--- src/hdl/cfb_pkg.sv ---
// Shared types and constants for the counting fingerprint bucket.
// Command and result payloads, queued job format, operation codes.
// No dependencies.
package cfb_pkg;

  localparam int SLOTS   = 4;
  localparam int FP_BITS = 15;
  localparam int ENTRY_W = FP_BITS + 1;
  localparam int IDX_W   = (SLOTS > 1) ? $clog2(SLOTS) : 1;
  localparam int Q_DEPTH = 2;
  localparam int Q_PTR_W = (Q_DEPTH > 1) ? $clog2(Q_DEPTH) : 1;
  localparam int Q_CNT_W = $clog2(Q_DEPTH + 1);

  localparam logic [2:0] KIND_INSERT = 3'd0;
  localparam logic [2:0] KIND_REMOVE = 3'd1;
  localparam logic [2:0] KIND_COUNT  = 3'd2;
  localparam logic [2:0] KIND_SPLIT  = 3'd3;
  localparam logic [2:0] KIND_RAW    = 3'd4;

  typedef enum logic [2:0] {
    OP_INSERT,
    OP_REMOVE,
    OP_COUNT,
    OP_SPLIT,
    OP_RAW,
    OP_NONE
  } op_e;

  typedef struct packed {
    logic [2:0]  kind;
    logic [14:0] fingerprint;
    logic [7:0]  insert_count;
    logic [3:0]  split_level;
    logic [15:0] raw_entry;
  } cmd_t;

  typedef struct packed {
    logic [7:0]  remaining_count;
    logic        found;
    logic [14:0] removed_fingerprint;
    logic [3:0]  match_count;
    logic [15:0] moved_entry;
    logic        moved_valid;
    logic        stored_ok;
    logic        last;
  } res_t;

  typedef struct packed {
    op_e                op;
    logic [FP_BITS-1:0] fp;
    logic [7:0]         cnt;
    logic [ENTRY_W-1:0] split_mask;
    logic [ENTRY_W-1:0] raw;
  } job_t;

endpackage

--- src/hdl/counting_fingerprint_bucket.sv ---
// Top level of the counting fingerprint bucket.
// Ties the command front end (cfb_front) to the slot engine (cfb_back).
// Depends on cfb_pkg, cfb_front, cfb_back.
//
//  channel  | handshake           | payload
//  ---------+---------------------+--------
//  command  | start / busy        | cmd_i
//  result   | res_valid_o strobe  | res_o
//
// A command sits in a two-entry queue; the engine takes one job at a time,
// loads it, then works one slot per cycle, in a scan for remove, count, split
// and raw insert, or a bump scan then a fill scan for insert. Results are
// registered and appear in the cycle after the slot that settles them; split
// emits one per moved entry, or one final result if none moves. Reset empties
// every slot and the queue at once. busy rises only while the queue is full; results cannot be stalled.
module counting_fingerprint_bucket import cfb_pkg::*; (
  input  logic clk_i,
  input  logic rst_ni,
  input  logic start,
  output logic busy,
  input  cmd_t cmd_i,
  output logic res_valid_o,
  output res_t res_o
);

  logic job_valid, job_pop;
  job_t job;

  cfb_front u_front (
    .clk_i       (clk_i),
    .rst_ni      (rst_ni),
    .start       (start),
    .busy        (busy),
    .cmd_i       (cmd_i),
    .job_valid_o (job_valid),
    .job_o       (job),
    .job_pop_i   (job_pop)
  );

  cfb_back u_back (
    .clk_i       (clk_i),
    .rst_ni      (rst_ni),
    .job_valid_i (job_valid),
    .job_i       (job),
    .job_pop_o   (job_pop),
    .res_valid_o (res_valid_o),
    .res_o       (res_o)
  );

endmodule

--- src/hdl/cfb_front.sv ---
// Front end: accepts commands, decodes them into jobs and queues them.
// Depends on cfb_pkg.
module cfb_front import cfb_pkg::*; (
  input  logic clk_i,
  input  logic rst_ni,
  input  logic start,
  output logic busy,
  input  cmd_t cmd_i,
  output logic job_valid_o,
  output job_t job_o,
  input  logic job_pop_i
);

  job_t               q_mem_q [Q_DEPTH];
  logic [Q_PTR_W-1:0] wr_ptr_q, wr_ptr_d, rd_ptr_q, rd_ptr_d;
  logic [Q_CNT_W-1:0] cnt_q, cnt_d;
  logic               push;
  job_t               job_new;

  always_comb begin
    job_new.fp  = FP_BITS'(cmd_i.fingerprint);
    job_new.cnt = cmd_i.insert_count;
    job_new.raw = ENTRY_W'(cmd_i.raw_entry);
    if (int'(cmd_i.split_level) < FP_BITS) begin
      job_new.split_mask = ENTRY_W'(1) << (cmd_i.split_level + 5'd1);
    end else begin
      job_new.split_mask = '0;
    end
    unique case (cmd_i.kind)
      KIND_INSERT: job_new.op = OP_INSERT;
      KIND_REMOVE: job_new.op = OP_REMOVE;
      KIND_COUNT:  job_new.op = OP_COUNT;
      KIND_SPLIT:  job_new.op = OP_SPLIT;
      KIND_RAW:    job_new.op = OP_RAW;
      default:     job_new.op = OP_NONE;
    endcase
  end

  assign busy        = (cnt_q == Q_CNT_W'(Q_DEPTH));
  assign push        = start && !busy;
  assign job_valid_o = (cnt_q != '0);
  assign job_o       = q_mem_q[rd_ptr_q];

  always_comb begin
    wr_ptr_d = wr_ptr_q;
    rd_ptr_d = rd_ptr_q;
    cnt_d    = cnt_q;
    if (push) begin
      wr_ptr_d = (int'(wr_ptr_q) == Q_DEPTH - 1) ? '0 : wr_ptr_q + 1'b1;
    end
    if (job_pop_i && job_valid_o) begin
      rd_ptr_d = (int'(rd_ptr_q) == Q_DEPTH - 1) ? '0 : rd_ptr_q + 1'b1;
    end
    priority if (push && !(job_pop_i && job_valid_o)) begin
      cnt_d = cnt_q + 1'b1;
    end else if (!push && job_pop_i && job_valid_o) begin
      cnt_d = cnt_q - 1'b1;
    end else begin
      cnt_d = cnt_q;
    end
  end

  always_ff @(posedge clk_i or negedge rst_ni) begin
    if (!rst_ni) begin
      wr_ptr_q <= '0;
      rd_ptr_q <= '0;
      cnt_q    <= '0;
    end else begin
      wr_ptr_q <= wr_ptr_d;
      rd_ptr_q <= rd_ptr_d;
      cnt_q    <= cnt_d;
    end
  end

  always_ff @(posedge clk_i) begin
    if (push) begin
      q_mem_q[wr_ptr_q] <= job_new;
    end
  end

endmodule

--- src/hdl/cfb_back.sv ---
// Back end: holds the slot store and runs each job one slot per cycle.
// Depends on cfb_pkg; fed by cfb_front.
module cfb_back import cfb_pkg::*; (
  input  logic clk_i,
  input  logic rst_ni,
  input  logic job_valid_i,
  input  job_t job_i,
  output logic job_pop_o,
  output logic res_valid_o,
  output res_t res_o
);

  localparam logic [1:0] S_IDLE = 2'd0;
  localparam logic [1:0] S_SCAN = 2'd1;
  localparam logic [1:0] S_FILL = 2'd2;

  logic [1:0]         st_q, st_d;
  logic [IDX_W-1:0]   idx_q, idx_d;
  job_t               job_q, job_d;
  logic [7:0]         cnt_q, cnt_d;
  logic               flag_q, flag_d;
  logic [FP_BITS-1:0] rfp_q, rfp_d;
  logic [3:0]         sum_q, sum_d;
  logic [ENTRY_W-1:0] slot_q [SLOTS];
  logic [ENTRY_W-1:0] slot_d [SLOTS];
  res_t               res_q, res_d;
  logic               res_valid_q, res_valid_d;

  logic [ENTRY_W-1:0] e;
  logic               match, last_idx, move_now, later_any;
  logic [4:0]         sum_ext;

  assign e        = slot_q[idx_q];
  assign match    = (e != '0) && (e[ENTRY_W-1:1] == job_q.fp);
  assign last_idx = (idx_q == IDX_W'(SLOTS - 1));
  assign move_now = ((e & job_q.split_mask) != '0);
  assign sum_ext  = {1'b0, sum_q} + (match ? (e[0] ? 5'd2 : 5'd1) : 5'd0);

  always_comb begin
    later_any = 1'b0;
    for (int j = 0; j < SLOTS; j++) begin
      if ((j > int'(idx_q)) && ((slot_q[j] & job_q.split_mask) != '0)) begin
        later_any = 1'b1;
      end
    end
  end

  always_comb begin
    st_d        = st_q;
    idx_d       = idx_q;
    job_d       = job_q;
    cnt_d       = cnt_q;
    flag_d      = flag_q;
    rfp_d       = rfp_q;
    sum_d       = sum_q;
    slot_d      = slot_q;
    res_d       = '0;
    res_valid_d = 1'b0;
    job_pop_o   = 1'b0;

    unique case (st_q)
      S_IDLE: begin
        if (job_valid_i) begin
          job_pop_o = 1'b1;
          job_d     = job_i;
          cnt_d     = job_i.cnt;
          flag_d    = 1'b0;
          rfp_d     = '0;
          sum_d     = '0;
          idx_d     = '0;
          st_d      = S_SCAN;
        end
      end
      S_SCAN: begin
        unique case (job_q.op)
          OP_INSERT: begin
            if (job_q.fp != '0 && cnt_q != '0 && match && !e[0]) begin
              slot_d[idx_q] = e | ENTRY_W'(1);
              cnt_d         = cnt_q - 8'd1;
            end
          end
          OP_REMOVE: begin
            if (!flag_q && match) begin
              flag_d        = 1'b1;
              rfp_d         = e[ENTRY_W-1:1];
              slot_d[idx_q] = e[0] ? {e[ENTRY_W-1:1], 1'b0} : '0;
            end
          end
          OP_COUNT: begin
            sum_d = sum_ext[4] ? 4'hF : sum_ext[3:0];
          end
          OP_SPLIT: begin
            if (move_now) begin
              slot_d[idx_q]     = '0;
              flag_d            = 1'b1;
              res_valid_d       = 1'b1;
              res_d.moved_entry = 16'(e);
              res_d.moved_valid = 1'b1;
              res_d.last        = !later_any;
            end else if (last_idx && !flag_q) begin
              res_valid_d = 1'b1;
              res_d.last  = 1'b1;
            end
          end
          OP_RAW: begin
            if (!flag_q && e == '0) begin
              slot_d[idx_q] = job_q.raw;
              flag_d        = 1'b1;
            end
          end
          default: begin
          end
        endcase
        if (last_idx) begin
          idx_d = '0;
          if (job_q.op == OP_INSERT) begin
            st_d = S_FILL;
          end else begin
            st_d = S_IDLE;
            if (job_q.op != OP_SPLIT) begin
              res_valid_d               = 1'b1;
              res_d.last                = 1'b1;
              res_d.found               = (job_q.op == OP_REMOVE) && flag_d;
              res_d.removed_fingerprint = 15'(rfp_d);
              res_d.match_count         = sum_d;
              res_d.stored_ok           = (job_q.op == OP_RAW) && flag_d;
            end
          end
        end else begin
          idx_d = idx_q + 1'b1;
        end
      end
      S_FILL: begin
        if (job_q.fp != '0 && cnt_q != '0 && e == '0) begin
          if (cnt_q != 8'd1) begin
            slot_d[idx_q] = {job_q.fp, 1'b1};
            cnt_d         = cnt_q - 8'd2;
          end else begin
            slot_d[idx_q] = {job_q.fp, 1'b0};
            cnt_d         = '0;
          end
        end
        if (last_idx) begin
          idx_d                 = '0;
          st_d                  = S_IDLE;
          res_valid_d           = 1'b1;
          res_d.last            = 1'b1;
          res_d.remaining_count = cnt_d;
        end else begin
          idx_d = idx_q + 1'b1;
        end
      end
      default: begin
        st_d = S_IDLE;
      end
    endcase
  end

  always_ff @(posedge clk_i or negedge rst_ni) begin
    if (!rst_ni) begin
      st_q        <= S_IDLE;
      idx_q       <= '0;
      flag_q      <= 1'b0;
      res_valid_q <= 1'b0;
      for (int i = 0; i < SLOTS; i++) begin
        slot_q[i] <= '0;
      end
    end else begin
      st_q        <= st_d;
      idx_q       <= idx_d;
      flag_q      <= flag_d;
      res_valid_q <= res_valid_d;
      slot_q      <= slot_d;
    end
  end

  always_ff @(posedge clk_i) begin
    job_q <= job_d;
    cnt_q <= cnt_d;
    rfp_q <= rfp_d;
    sum_q <= sum_d;
    res_q <= res_d;
  end

  assign res_valid_o = res_valid_q;
  assign res_o       = res_q;

`ifndef ASSERT_OFF
  a_last_ends_job: assert property (@(posedge clk_i) disable iff (!rst_ni)
    res_valid_q && res_q.last && job_q.op != OP_SPLIT |-> st_q == S_IDLE)
    else $error("final result while job still running");
  a_partial_only_split: assert property (@(posedge clk_i) disable iff (!rst_ni)
    res_valid_q && !res_q.last |-> job_q.op == OP_SPLIT && st_q == S_SCAN)
    else $error("non-final result outside split scan");
  a_moved_only_split: assert property (@(posedge clk_i) disable iff (!rst_ni)
    res_valid_q && res_q.moved_valid |-> job_q.op == OP_SPLIT)
    else $error("moved entry reported by non-split job");
  a_pop_when_idle: assert property (@(posedge clk_i) disable iff (!rst_ni)
    job_pop_o |=> st_q == S_SCAN && idx_q == '0)
    else $error("popped job did not start scan");
`endif

endmodule
--- config.mk ---
export PLATFORM = sky130hd
export DESIGN_NAME = counting_fingerprint_bucket
export DESIGN_NICKNAME = d
export VERILOG_FILES = /design/src/hdl/cfb_pkg.sv /design/src/hdl/counting_fingerprint_bucket.sv /design/src/hdl/cfb_front.sv /design/src/hdl/cfb_back.sv
export SDC_FILE = /design/constraint.sdc
export NUM_CORES = 1
export LEC_CHECK = 0
export ABC_CLOCK_PERIOD_IN_PS = 3400
export BUFFER_PORTS_ARGS = -buffer_cell sky130_fd_sc_hd__buf_4
export CAP_MARGIN = 20
export CORE_UTILIZATION = 54
export DETAILED_ROUTE_END_ITERATION = 10
export GPL_TIMING_DRIVEN = 0
export PLACE_DENSITY = 0.85
export SKIP_LAST_GASP = 1
export SLEW_MARGIN = 20
export SYNTH_ARGS = -nofsm -noshare
export SYNTH_HDL_FRONTEND = slang
export SYNTH_SLANG_ARGS = --single-unit
--- constraint.sdc ---
create_clock -name clk_i -period 3.4 [get_ports clk_i]
set_input_delay 0.17 -clock clk_i [delete_from_list [all_inputs] [get_ports clk_i]]
set_output_delay 0.17 -clock clk_i [all_outputs]
set_load 0.1 [all_outputs]
# After elaboration in Yosys (flattened, before gate mapping)

Memories as Yosys holds them, arrays and structs flattened.
Index checks and enable logic that the tools add are counted.
W data, S select, Z words.

RAM bits: 116
Bits in registers: 198
Output and inout bits: 49
Memories kept: 1
Input port bits: 49
Word-level logic and storage cells: 210

Memories:

| name            | depth | bits a word | read ports | clocked after Yosys merged registers in | write ports | RTL line        | source |
|---|---|---|---|---|---|---|---|
| u_front.q_mem_q | 2     | 58          | 1          | 0                                       | 1           | cfb_front.sv:14 | `job_t q_mem_q [Q_DEPTH];` |

Add/subtract/negate cells: 9
Shift operators: 1
$lt $le $gt $ge: 6
Multiplexer cells: 78
Reductions and logical operators: 53
Equal/unequal tests: 26
Bitwise operators: 10

Operator list:

| cell                   | count |
|---|---|
| $mux W64               | 6 |
| $bwmux W64             | 5 |
| $pmux W64 S4           | 1 |
| $pmux W64 S2           | 1 |
| $mux W16               | 5 |
| $reduce_bool A16 Y1    | 5 |
| $and A16 B16 Y16       | 4 |
| $and A64 B64 Y64       | 1 |
| $not A64 Y64           | 1 |
| $mux W15               | 3 |
| $mux W8                | 5 |
| $bmux W16 S2           | 1 |
| $demux W16 S2          | 1 |
| $pmux W15 S2           | 1 |
| $mux W1                | 27 |
| $pmux W8 S3            | 1 |
| $logic_and A1 B1 Y1    | 19 |
| $mux W2                | 9 |
| $logic_not A16 Y1      | 1 |
| $shl A1 B5 Y16 const A | 1 |
| $eq A15 B15 Y1         | 1 |
| $ne A3 B2 Y1 const B   | 5 |
| $pmux W3 S5            | 1 |
| $reduce_bool A15 Y1    | 1 |
| other kinds (42)       | 77 |

# Longest topological paths before layout

Gate-level depths: netlist of the first run.

Word-level depth: 13
Gate-level depth with buffers: 15
Gate-level depth less buffers: 13

# Modules after synthesis

From an unflattened synthesis of the first run, not the netlist that was laid out.

Cell total of the unflattened synthesis: 990
Area, all modules: 13878.3 sq um

By module, submodules not included:

| module    | cells an instance | instances | area each (sq um) | seq. area each (sq um) |
|---|---|---|---|---|
| cfb_back  | 762               | 1         | 9325.2            | 5004.8 |
| cfb_front | 228               | 1         | 4553.1            | 3583.4 |

# Worst setup path before layout of the first run

Ideal clock, no wire load.

Path kind: register -> register
Start: register u_front.cnt_q[0]
End: memory u_front.q_mem_q[0][0] in the netlist's numbering (enable)
Path buffers: 0
Setup time: 0.474 ns
Cell stages (with the launch flop): 4
Data required time: 2.926 ns
Clock period less this slack: 3.522 ns
Setup slack: -0.122 ns
Arrival time: 3.048 ns
Cell sequence: dfrtp_1 > nand2b_1 > nand2_1 > nor2_1

Word-level cells in the longest chain between the ends: 5

Ends and longest elaborated chain:

| item                          | RTL line        | source |
|---|---|---|
| from (decl)                   | cfb_front.sv:16 | `logic [Q_CNT_W-1:0] cnt_q, cnt_d;` |
| from (signal assigned)        | cfb_front.sv:71 | `cnt_q <= cnt_d;` |
| $eq A2 B2 Y1                  | cfb_front.sv:39 | `assign busy = (cnt_q == Q_CNT_W'(Q_DEPTH));` |
| $logic_not A1 Y1              | cfb_front.sv:40 | `assign push = start && !busy;` |
| $logic_and A1 B1 Y1           | cfb_front.sv:40 |  |
| $mux W1                       | cfb_front.sv:76 | `if (push) begin` |
| $mux W1 (implied by the code) | cfb_front.sv:77 | `q_mem_q[wr_ptr_q] <= job_new;` |
| to (decl)                     | cfb_front.sv:14 |  |

Every way passes these cells.

# Final worst setup path of the first run

Start: register u_back.idx_q[0]
End: register u_back.slot_q[19] in the netlist's numbering

Word-level cells in the longest chain between the ends: 10
Elaborated cells between the ends (all ways): 43
Those cells by class: 2 x order compare; 6 x eq/ne; 19 x mux; 4 x bitwise; 12 x reduce/logical

Ends and longest elaborated chain:

| item                                                                  | RTL line                       | source |
|---|---|---|
| from (decl)                                                           | cfb_back.sv:18                 | `logic [IDX_W-1:0] idx_q, idx_d;` |
| from (signal assigned)                                                | cfb_back.sv:170                | `idx_q <= idx_d;` |
| $not A2 Y3 *                                                          | --                             |  |
| $ge A3 B3 Y1 (implied by the code) (tied with other cells)            | --                             |  |
| $logic_and A1 B1 Y1 (implied by the code) or $mux W16 (tied branches) | --                             |  |
| $mux W16 (on tied branches)                                           | --                             |  |
| $demux W16 S2 (tied with other cells)                                 | --                             |  |
| $not A64 Y64 (no line) or $logic_and A1 B1 Y1 (tied branches)         | --                             |  |
| $and A64 B64 Y64 (no line) or $logic_and A1 B1 Y1 (tied branches)     | --                             |  |
| $mux W64 or $logic_and A1 B1 Y1 (tied branches)                       | cfb_back.sv:93, cfb_back.sv:77 |  |
| $pmux W64 S4 or $ne A3 B2 Y1 (tied branches)                          | --                             |  |
| $pmux W64 S2 or $reduce_and A7 Y1 (tied branches)                     | --                             |  |
| to (signal assigned)                                                  | cfb_back.sv:173                | `slot_q <= slot_d;` |
| to (decl)                                                             | cfb_back.sv:24                 | `logic [ENTRY_W-1:0] slot_q [SLOTS];` |

Every way passes the cells marked *; elsewhere a longest branch is shown, timed or not. The select of a mux whose other input is x is not followed.
A chain may end at the register's enable or synchronous reset.

==> results of run 1 <==
==> metrics by stage <==
stage / setup TNS, ns / cell area [um2]
floorplan: 0 / 13800
global route: -7.46 / 17200
CTS: -0.00897 / 17000
detailed placement: -36.59 / 15000
global placement: -32.62 / 14900
finish: -2.91 / 17200
==> state kept, by name (all words and copies together), names as in the netlist, named ones only <==
signal	cells
u_front.rd_ptr_q	1
u_back.cnt_q	8
u_front.wr_ptr_q	1
u_back.job_q	50
u_front.cnt_q	2
u_front.q_mem_q	116
u_back.res_valid_o	1
u_back.rfp_q	15
u_back.slot_q	60
u_back.res_o	47
u_back.sum_q	4
u_back.idx_q	2
u_back.st_q	2
u_back.flag_q	1
==> power by group through the flow <==
| stage | combinational, uW | sequential, uW | clock [uW] |
|---|---|---|---|
| floorplan | 3850 | 6330 | 0 |
| global placement | 5300 | 6480 | 0 |
| detailed placement | 5540 | 6490 | 0 |
| CTS | 6200 | 6450 | 3350 |
| global route | 7060 | 6610 | 3500 |
| finish | 6720 | 6550 | 3330 |
==> cell type report <==
cell class	count	share of cell area [%]
plain buffers	43	1.60
repair buffers	210	10.7
multi-input cells	572	29.1
inverters	28	0.610
well taps	330	2.40
clock buffers	45	5.04
flip-flops and latches	314	49.9
clock inverters	13	0.675
==> path summary, 6_finish.rpt <==
check	cells after the start	end	slack [ns]	from
min reg2reg	1	u_back.slot_q[55]	0.50	u_back.slot_q[55]
min in group clk_i	2	u_front.q_mem_q[1][5]	0.31	cmd_i[5]
max reg2reg	12	u_back.slot_q[19]	-0.08	u_back.idx_q[0]
max	12	u_back.slot_q[19]	-0.08	u_back.idx_q[0]
max in group asynchronous	2	u_back.idx_q[0]	2.41	rst_ni
min	2	u_back.slot_q[61]	0.28	rst_ni
==> layer usage <==
| metal | wire [um] | up-vias | GRT usage (%) |
|---|---|---|---|
| met5 | 0 | - | 0 |
| met1 | 14100 | 4672 | 36.4 |
| li1 | - | 4114 | - |
| met2 | 17300 | 625 | 45.3 |
| met4 | 1400 | 0 | 10.5 |
| met3 | 3550 | 126 | 6.37 |
==> cell usage after synthesis, types with 27 or more instances <==
library cell and number:
a22oi_1 27, clkbuf_1 30, dfrtp_1 74, dfxtp_1 47, edfxtp_1 193, inv_1 28, mux2_2 50, mux2_4 40
mux2i_1 36, nand2_1 44, nor2_1 62, o21ai_0 29
==> cells by family after synthesis <==
| group | after synthesis | share of synthesized area (%) |
|---|---|---|
| compound gates | 138 | 7.45 |
| xor+xnor | 27 | 1.72 |
| fa+ha+maj | 15 | 1.42 |
| buf+inv | 71 | 2.27 |
| flops | 314 | 62.5 |
| mux | 168 | 15.8 |
| other cells | 1 | 0.0273 |
| simple gates | 222 | 8.79 |
==> repair_timing <==
action | in CTS | in global routing
endpoints found under the hold margin | 175 | 0
pin swaps | 8 | 13
setup endpoints to repair | 111 | 93
resized for setup | 26 | 30
setup buffers | 38 | 19
hold buffers | 51 | 0
gates cloned | 1 | 0
==> impl_metrics.csv, run 1 <==
group,metric,value,unit
critical_path,slowest_stage,"mux4_2",
floorplan,die_h,162,um
layout,drive_above_1_share,30.0,%
power,p_total,16600,uW
critical_path,worst-endpoint-arrival,3.94,ns
logic_synthesis,synth_sequential_area_ratio,62.5,%
critical_path,cp_max_fo,6,
cts,clock-root-buffer,"clkbuf_16",
drt,drt-wirelength-per-cell,23.4,um
global_routing,overflow,0,
critical_path,cp_num_buf_inv,5,
cts,cts_tree,"done",
cts,clkTransAtPathRegs,0.06,ns
power,seqPwrFrac,39.4,%
drt,wl,36300,um
power,p_sw_share,37.9,%
logic_synthesis,ys.warnings.count,0,
layout,mostFrequentLayoutCells,"edfxtp_1, buf_4, dfrtp_1",
cts,cts_buffers,31,
drt,routed_via_density,6.13,
timing,setup_viol,67,
floorplan,initial_core_util,54.7,%
min_path,hp-class,"in -> async",
global_routing,grt_pass1_vias,9493,
timing,skew,0.0176,ns
flow_run,cap_violations,0,
global_routing,grt_util_all_layers,27.8,%
layout,final_common_cell,"edfxtp_1",
place,gp_congestion,0.989,
logic_synthesis,ys_ff_latch,314,
floorplan,dieArea,26100,um2
outcome,violations,"setup timing",
global_routing,antenna_found_initial,0,
logic_synthesis,synthesis.area,13700,um2
place,io_buffers,97,
cts,cts.sinks,314,
layout,multi_input_area,5010,um2
timing,tightest_slew,0.986,ns
floorplan,rows,58,
power,powerDensity,963,nW/um2
drt,first_pass_iters,6,
logic_synthesis,avgSynthCellArea,14.4,um2
place,post-dp-hpwl,22200,um
critical_path,critPathLaunchType,"flop",
critical_path,cp_cell_sequence,"buf_6 > mux4_2 > buf_12 > nor4_4 > nand4_4 > buf_4 > o211ai_2 > o31ai_4 > buf_12 > nor3_4 > buf_6 > mux2_1",
layout,diodes,0,
global_routing,grt_max_degree,75,
logic_synthesis,synth_cells,956,
global_routing,grt_first_pass_wirelength,54700,um
logic_synthesis,ys_async_sr_fraction,23.6,%
layout,nets,1264,
outcome,outcome,"finished with violations",
critical_path,crit_family,"multiplexers",
critical_path,crit_path_end_kind,"flop",
critical_path,critPathRequiredTime,3.86,ns
place,placedCellCount,1388,
logic_synthesis,synth-edff-count,193,
timing,min_period_over_period,102,%
timing,max_freq,287,MHz
critical_path,slowest_delay,0.63,ns
power,p_sw,6300,uW
floorplan,io_pins,98,
cts,htree_levels,1,
place,place_ws,-0.551,ns
timing,timing.hold.ws,0.284,ns
power,combPwrFrac,40.5,%
cts,insertion_delay,0.58,ns
layout,final_util,68.6,%
power,power.internal,10300,uW
layout,syn_to_final_growth,25.4,%
power,ir_drop,0.635,mV
floorplan,fp.dieW,162,um
power,pwr-share-clk,20.1,%
logic_synthesis,yosysTopAreaCell,"edfxtp_1",
floorplan,core_area,25100,um2
timing,slew_viol_final,0,
timing,hold_viol,0,
logic_synthesis,synth_area_leaders,"edfxtp_1, dfrtp_1, dfxtp_1",
logic_synthesis,synth_ff_type,"edfxtp_1",
timing,slew_headroom,34.3,%
layout,n_fill_cell,1643,
drt,num_vias,9537,
critical_path,path_class,"reg -> reg",
power,p_leak,0.00686,uW
logic_synthesis,yosys.cell_types.count,68,
timing,fin_crit,3.48,ns
layout,final_cells,1555,
cts,clockBufferDepth,3,
drt,drc,0,
logic_synthesis,synth_top_area_share,42.2,%
layout,seqCellArea,8590,um2
timing,finalWorstSetupSlack,-0.0788,ns
drt,final_antenna_net_count,0,
timing,rsz0062_at_grt,"yes",
drt,drtIter0Drc,1168,
Note: power is estimated with default switching activity, not from simulation.
==> run 2: changes to the inputs <==
--- a/config.mk
+++ b/config.mk
@@ -12,6 +12,7 @@
 export DETAILED_ROUTE_END_ITERATION = 10
 export GPL_TIMING_DRIVEN = 0
 export PLACE_DENSITY = 0.85
+export SETUP_SLACK_MARGIN = 0.4
 export SKIP_LAST_GASP = 1
 export SLEW_MARGIN = 20
 export SYNTH_ARGS = -nofsm -noshare
==> run 2 against run 1 <==
  * The run still ends with setup timing left
  * Sequential power increased by 2%
  * Power grew 12%
  * First-iteration DRC count up 36%
  * Critical path depth is 1 higher
  * Clock power up 9.9%
  * Via count increased by 5.9%
  * Wire length up 13%
  * Register-to-register slack lost 0.11 ns
  * Cell count increased by 1.9%
  * Final area up 6.9%
  * Critical endpoint is now u_back.slot_q[8]
  * Largest cell class unchanged
  * Largest power group unchanged
==> impl_metrics.csv, run 2 (synthesis results as in run 1) <==
group,metric,value,unit
layout,final_cells,1584,
drt,drtIter0Drc,1592,
critical_path,cp_cell_sequence,"buf_6 > buf_2 > clkbuf_4 > mux2i_1 > o32ai_1 > nor4_1 > nand3_2 > o31ai_4 > buf_12 > nor3_4 > buf_12 > clkbuf_16 > mux2_4",
drt,first_pass_iters,7,
layout,largest_register_ffs,116,
floorplan,core_area,25100,um2
drt,num_vias,10103,
critical_path,cp_common_cell,"buf_12",
timing,slew_viol_final,0,
power,powerDensity,1010,nW/um2
timing,slew_headroom,29.8,%
cts,cts.sinks,314,
floorplan,io_pins,98,
layout,mostFrequentLayoutCells,"edfxtp_1, buf_4, dfrtp_1",
power,ir_drop,0.554,mV
place,placedCellCount,1388,
cts,clockBufferDepth,3,
critical_path,slowest_stage,"dfrtp_1",
timing,min_period_over_period,105,%
critical_path,cp_max_fo,10,
power,p_leak,0.00716,uW
cts,clock-root-buffer,"clkbuf_16",
global_routing,antenna_found_initial,0,
global_routing,grt_util_all_layers,30.4,%
place,io_buffers,97,
layout,diodes,0,
timing,max_freq,279,MHz
timing,finalWorstSetupSlack,-0.185,ns
place,post-dp-hpwl,22500,um
critical_path,worst-endpoint-arrival,3.99,ns
global_routing,overflow,0,
floorplan,rows,58,
critical_path,critPathRequiredTime,3.80,ns
global_routing,grt_max_degree,75,
outcome,violations,"setup timing",
drt,final_antenna_net_count,0,
floorplan,die_h,162,um
layout,largestRegisters,"u_front.q_mem_q (116), u_back.slot_q (60), u_back.job_q (50)",
cts,cts_tree,"done",
timing,hold_viol,0,
place,gp_congestion,0.956,
layout,nets,1292,
timing,rsz0062_at_grt,"yes",
cts,htree_levels,2,
min_path,hp-class,"in -> reg",
global_routing,grt_first_pass_wirelength,59200,um
floorplan,fp.dieW,162,um
cts,clkTransAtPathRegs,0.06,ns
flow_run,cap_violations,0,
global_routing,grt_pass1_vias,10032,
drt,wl,40900,um
timing,fin_crit,3.58,ns
critical_path,crit_path_end_kind,"flop",
drt,drc,0,
layout,final_common_cell,"edfxtp_1",
outcome,outcome,"finished with violations",
layout,syn_to_final_growth,34.0,%
cts,cts_buffers,34,
floorplan,dieArea,26100,um2
critical_path,path_class,"reg -> reg",
drt,drt-wirelength-per-cell,25.8,um
cts,insertion_delay,0.53,ns
timing,setup_viol,70,
timing,setup_tns,-8.89,ns
timing,tightest_slew,1.04,ns
floorplan,initial_core_util,54.7,%
timing,skew,0.0150,ns
layout,top_register,"u_front.q_mem_q",
drt,routed_via_density,6.38,
place,place_ws,-0.544,ns
layout,drive_above_1_share,38.7,%
critical_path,critPathLaunchType,"flop",
critical_path,slowest_delay,0.40,ns
run 2: changes by cell type in the layout (fill, tap and decap cells not counted), moves of 11 or more:
cell | before | now
mux2_1 | 26 | 8
mux2_4 | 40 | 58
buf_6 | 8 | 25
mux2i_1 | 36 | 21
mux2i_4 | 0 | 14
and2_1 | 18 | 7
and2_4 | 0 | 11
run 2: cell type report:
cell class | count | area (um2)
well taps | 330 | 413
plain buffers | 43 | 308
fillers | 1389 | 6690
clock buffers | 45 | 955
repair buffers | 235 | 2330
inverters | 28 | 108
multi-input cells | 572 | 5560
clock inverters | 17 | 156
flip-flops and latches | 314 | 8590
run 2: final timing paths:
check / startpoint / end / slack [ns] / cells past startpoint
min in group asynchronous: rst_ni / u_back.slot_q[11] / 0.36 / 2
worst max-delay path: u_back.idx_q[1] / u_back.slot_q[8] / -0.18 / 13
worst min-delay path: cmd_i[44] / u_front.q_mem_q[0][56] / 0.06 / 2
worst min register to register: u_back.slot_q[56] / u_back.slot_q[56] / 0.52 / 1
worst max register to register: u_back.idx_q[1] / u_back.slot_q[8] / -0.18 / 13
max in group asynchronous: rst_ni / u_back.idx_q[0] / 2.32 / 2
run 2: power by group:
group	internal [uW]	switching, uW	leakage, uW	total [uW]
Sequential	5570	1090	0.00321	6670
Combinational	3560	4630	0.00340	8190
Clock	2150	1510	0.000550	3660
Total	11300	7230	0.00716	18500
run 2: routing by layer:
layer	share of wire (%)	GRT usage, %	wire length [um]
met2	47	48.3	19100
met1	35	38.8	14300
met3	12	8.24	4830
met4	6.4	14.8	2630
met5	0.17	0	70
run 2: repair_timing:
item,4_1_cts,5_1_grt
setup endpoints to repair,145,165
pin swaps,34,28
hold endpoints to repair,169,0
buffers inserted,65,12
hold buffers,49,0
gates resized for setup,115,89
cloned,5,3
run 2: critical path: cells and delay by family (launching register included):
kind	cells	cell delay (ns)
AO/OA/AOI/OAI	2	0.47
flip-flops	1	0.40
multiplexers	2	0.58
AND/OR/NAND/NOR	3	0.67
buffers and inverters	6	1.32
run 2: per-stage QoR:
step	utilization, %	total power [uW]	cell area [um2]	hold slack, ns
2_1_floorplan	-	10300	13800	-0.126
3_3_place_gp	59.6	11900	15000	0.354
3_5_place_dp	60.0	12100	15100	0.357
4_1_cts	71.1	17200	17900	0.0232
5_1_grt	73.4	19000	18400	0.0659
6_report	73.4	18500	18400	0.0642
==> run 3: changes to the inputs <==
--- a/config.mk
+++ b/config.mk
@@ -8,13 +8,15 @@
 export ABC_CLOCK_PERIOD_IN_PS = 3400
 export BUFFER_PORTS_ARGS = -buffer_cell sky130_fd_sc_hd__buf_4
 export CAP_MARGIN = 20
-export CORE_UTILIZATION = 54
+export CORE_MARGIN = 4
+export CORE_UTILIZATION = 55
 export DETAILED_ROUTE_END_ITERATION = 10
 export GPL_TIMING_DRIVEN = 0
-export PLACE_DENSITY = 0.85
+export PLACE_DENSITY = 0.87
 export SETUP_SLACK_MARGIN = 0.4
 export SKIP_LAST_GASP = 1
 export SLEW_MARGIN = 20
 export SYNTH_ARGS = -nofsm -noshare
 export SYNTH_HDL_FRONTEND = slang
+export SYNTH_HIERARCHICAL = 1
 export SYNTH_SLANG_ARGS = --single-unit
==> run 3 against run 2 <==
  * Highest routed layer is now met4
  * Area after synthesis increased by 0.96%
  * The flow still finishes with violations (setup timing)
  * Setup slack got worse by 0.15 ns
  * Largest cell class unchanged
  * Global-route usage decreased by 3.8 points
  * Final area increased by 0.79%
  * Cell count grew 2.9%
  * Sequential cell count unchanged
==> impl_metrics.csv, run 3 <==
group,metric,value,unit
outcome,outcome,"finished with violations",
outcome,violations,"setup timing",
global_routing,grt_util_all_layers,26.6,%
global_routing,antenna_found_initial,0,
timing,setup_viol,99,
power,powerDensity,989,nW/um2
layout,mostFrequentLayoutCells,"edfxtp_1, buf_4, mux2_4",
layout,final_common_cell,"edfxtp_1",
critical_path,rr_worst_depth,14,
cts,cts.sinks,314,
cts,insertion_delay,0.57,ns
place,io_buffers,97,
timing,slew_headroom,31.9,%
power,p_leak,0.00724,uW
critical_path,cp_num_buf_inv,7,
min_path,hp-class,"in -> async",
timing,finalWorstSetupSlack,-0.331,ns
logic_synthesis,ys_top_cells_by_count,"edfxtp_1, mux2_2, nor2_1",
critical_path,crit_path_end_kind,"flop",
logic_synthesis,synth_ff_type,"edfxtp_1",
logic_synthesis,yosys.cell_types.count,73,
cts,cts_tree,"done",
layout,diodes,0,
timing,rsz0062_at_grt,"yes",
critical_path,slowest_delay,0.53,ns
floorplan,die_h,167,um
critical_path,r2r_start,"u_back/idx_q[0]",
place,place_ws,-0.720,ns
critical_path,reg2reg_to,"u_back/slot_q[44]",
layout,design_area,18600,um2
layout,largestRegisters,"u_front/q_mem_q (116), u_back/slot_q (60), u_back/job_q (50)",
floorplan,rows,57,
floorplan,core_area,24600,um2
critical_path,rrSetupSlack,-0.33,ns
layout,nets,1345,
cts,clkTransAtPathRegs,0.06,ns
cts,cts_buffers,31,
floorplan,io_pins,98,
timing,slew_viol_final,0,
logic_synthesis,synthAdderAreaFrac,1.41,%
critical_path,cp_max_fo,7,
logic_synthesis,ys_ff_latch,314,
global_routing,grt_pass1_vias,10065,
timing,max_freq,268,MHz
critical_path,critPathRequiredTime,3.85,ns
logic_synthesis,avgSynthCellArea,14.0,um2
timing,hold_viol,0,
critical_path,crit_end,"u_back/slot_q[44]",
logic_synthesis,synth_top_area_share,41.8,%
logic_synthesis,synth_simple_gate_area_share,9.94,%
logic_synthesis,yosysTopAreaCell,"edfxtp_1",
power,ir_drop,0.572,mV
critical_path,critPathLaunchType,"flop",
floorplan,dieArea,27800,um2
drt,final_antenna_net_count,0,
critical_path,cp_cell_sequence,"buf_12 > buf_12 > buf_4 > mux4_2 > xnor2_2 > nand4_1 > nor4_4 > buf_4 > a31oi_4 > nor4_4 > buf_6 > buf_12 > buf_8 > mux2_2",
drt,drtIter0Drc,1361,
logic_synthesis,synth_cells,990,
flow_run,cap_violations,0,
critical_path,crit_start,"u_back/idx_q[0]",
logic_synthesis,ys_async_sr_fraction,23.6,%
timing,fin_crit,3.73,ns
power,p_total,18400,uW
critical_path,crit_cells,14,
cts,clockBufferDepth,3,
drt,num_vias,10302,
logic_synthesis,synth_top_family_by_area,"multiplexers",
floorplan,fp.dieW,167,um
place,post-dp-hpwl,23800,um
logic_synthesis,synthMuxAreaShare,15.4,%
logic_synthesis,synthesis.area,13900,um2
critical_path,path_class,"reg -> reg",
layout,top_register,"u_front/q_mem_q",
drt,first_pass_iters,6,
logic_synthesis,synth_compound_area_share,7.28,%
logic_synthesis,synth-edff-count,193,
layout,drive_above_1_share,39.4,%
critical_path,worst-endpoint-arrival,4.18,ns
layout,largest_register_ffs,116,
timing,timing.hold.ws,0.327,ns
global_routing,grt_max_degree,75,
layout,syn_to_final_growth,33.8,%
place,gp_congestion,1.01,
drt,drc,0,
global_routing,grt_first_pass_wirelength,58200,um
floorplan,initial_core_util,56.4,%
logic_synthesis,synth_sequential_area_ratio,61.9,%
cts,htree_levels,1,
place,dpl_cell_area,15200,um2
logic_synthesis,synth_area_leaders,"edfxtp_1, dfrtp_1, dfxtp_1",
logic_synthesis,synth_most_common_cell,"edfxtp_1",
timing,min_period_over_period,110,%
drt,drt-wirelength-per-cell,25.2,um
cts,clock-root-buffer,"clkbuf_16",
timing,skew,0.00848,ns
critical_path,cp_common_cell,"buf_12",
global_routing,overflow,0,
drt,wl,41100,um
drt,routed_via_density,6.32,
timing,tightest_slew,1.02,ns
logic_synthesis,synth_xor_area_share,1.69,%
logic_synthesis,ys.warnings.count,6,
critical_path,crit_family,"buffers and inverters",
critical_path,slowest_stage,"mux4_2",
## run 3: changes by cell type after synthesis, moves of 12 or more
| cell | change |
|---|---|
| a21oi_1 | +42 |
| a22oi_1 | -18 |
| and2_1 | -18 |
| and3_1 | +14 |
| mux2_1 | -26 |
| mux2_2 | +32 |
| mux2i_1 | -13 |
| nand2_1 | +22 |
| nor2_1 | +19 |
| o21ai_0 | -12 |
## run 3: worst min-delay path by stage
stage,end,slack [ns]
after CTS,u_front/q_mem_q[0][49],0.31
after detailed placement,u_front/q_mem_q[1][50],0.36
after global routing,u_front/q_mem_q[1][1],0.33
after global placement,u_front/q_mem_q[0][53],0.35
final,u_back/slot_q[63],0.33
after floorplan,asynchronous set/reset pin,-0.13
## run 3: per-stage QoR
stage	utilization, %	TNS [ns]	std cells
3_3_place_gp	61.3	-51.03	1412
2_1_floorplan	-	0	991
4_1_cts	72.9	-5.34	1599
6_report	75.5	-17.73	1630
5_1_grt	75.5	-27.43	1630
3_5_place_dp	61.8	-45.33	1417
## run 3: cells by family after synthesis
logic type / after synthesis
flip-flops: 314
AO/OA/AOI/OAI: 147
other: 1
multiplexers: 161
buffers and inverters: 63
AND/OR/NAND/NOR: 263
adder cells (fa/ha/maj): 15
XOR/XNOR: 26
## run 3: cell type report
| class | instances | area [um2] |
|---|---|---|
| buffer | 40 | 313 |
| tap | 324 | 405 |
| fill | 1340 | 6040 |
| sequential | 314 | 8590 |
| timing repair buffer | 257 | 2450 |
| multi-input combinational | 614 | 5720 |
| clock buffer | 36 | 795 |
| inverter | 23 | 86.3 |
| clock inverter | 22 | 206 |
## run 3: repair_timing
action,in CTS,in global routing
resized for setup,124,78
gates cloned,5,0
hold buffers,51,0
hold endpoints to repair,175,0
pin swaps,51,31
buffers inserted,68,31
endpoints found under the setup margin,139,129
## run 3: where the power goes
group | switching (uW) | internal [uW]
Sequential | 1170 | 5570
Clock | 1450 | 1910
Combinational | 4520 | 3750
## run 3: layer usage
layer	vias up	routed length, um	GRT usage, %
li1	4321	-	-
met3	212	4400	5.66
met1	4993	14800	35.0
met2	776	19400	43.4
met5	-	0	0
met4	0	2590	11.0
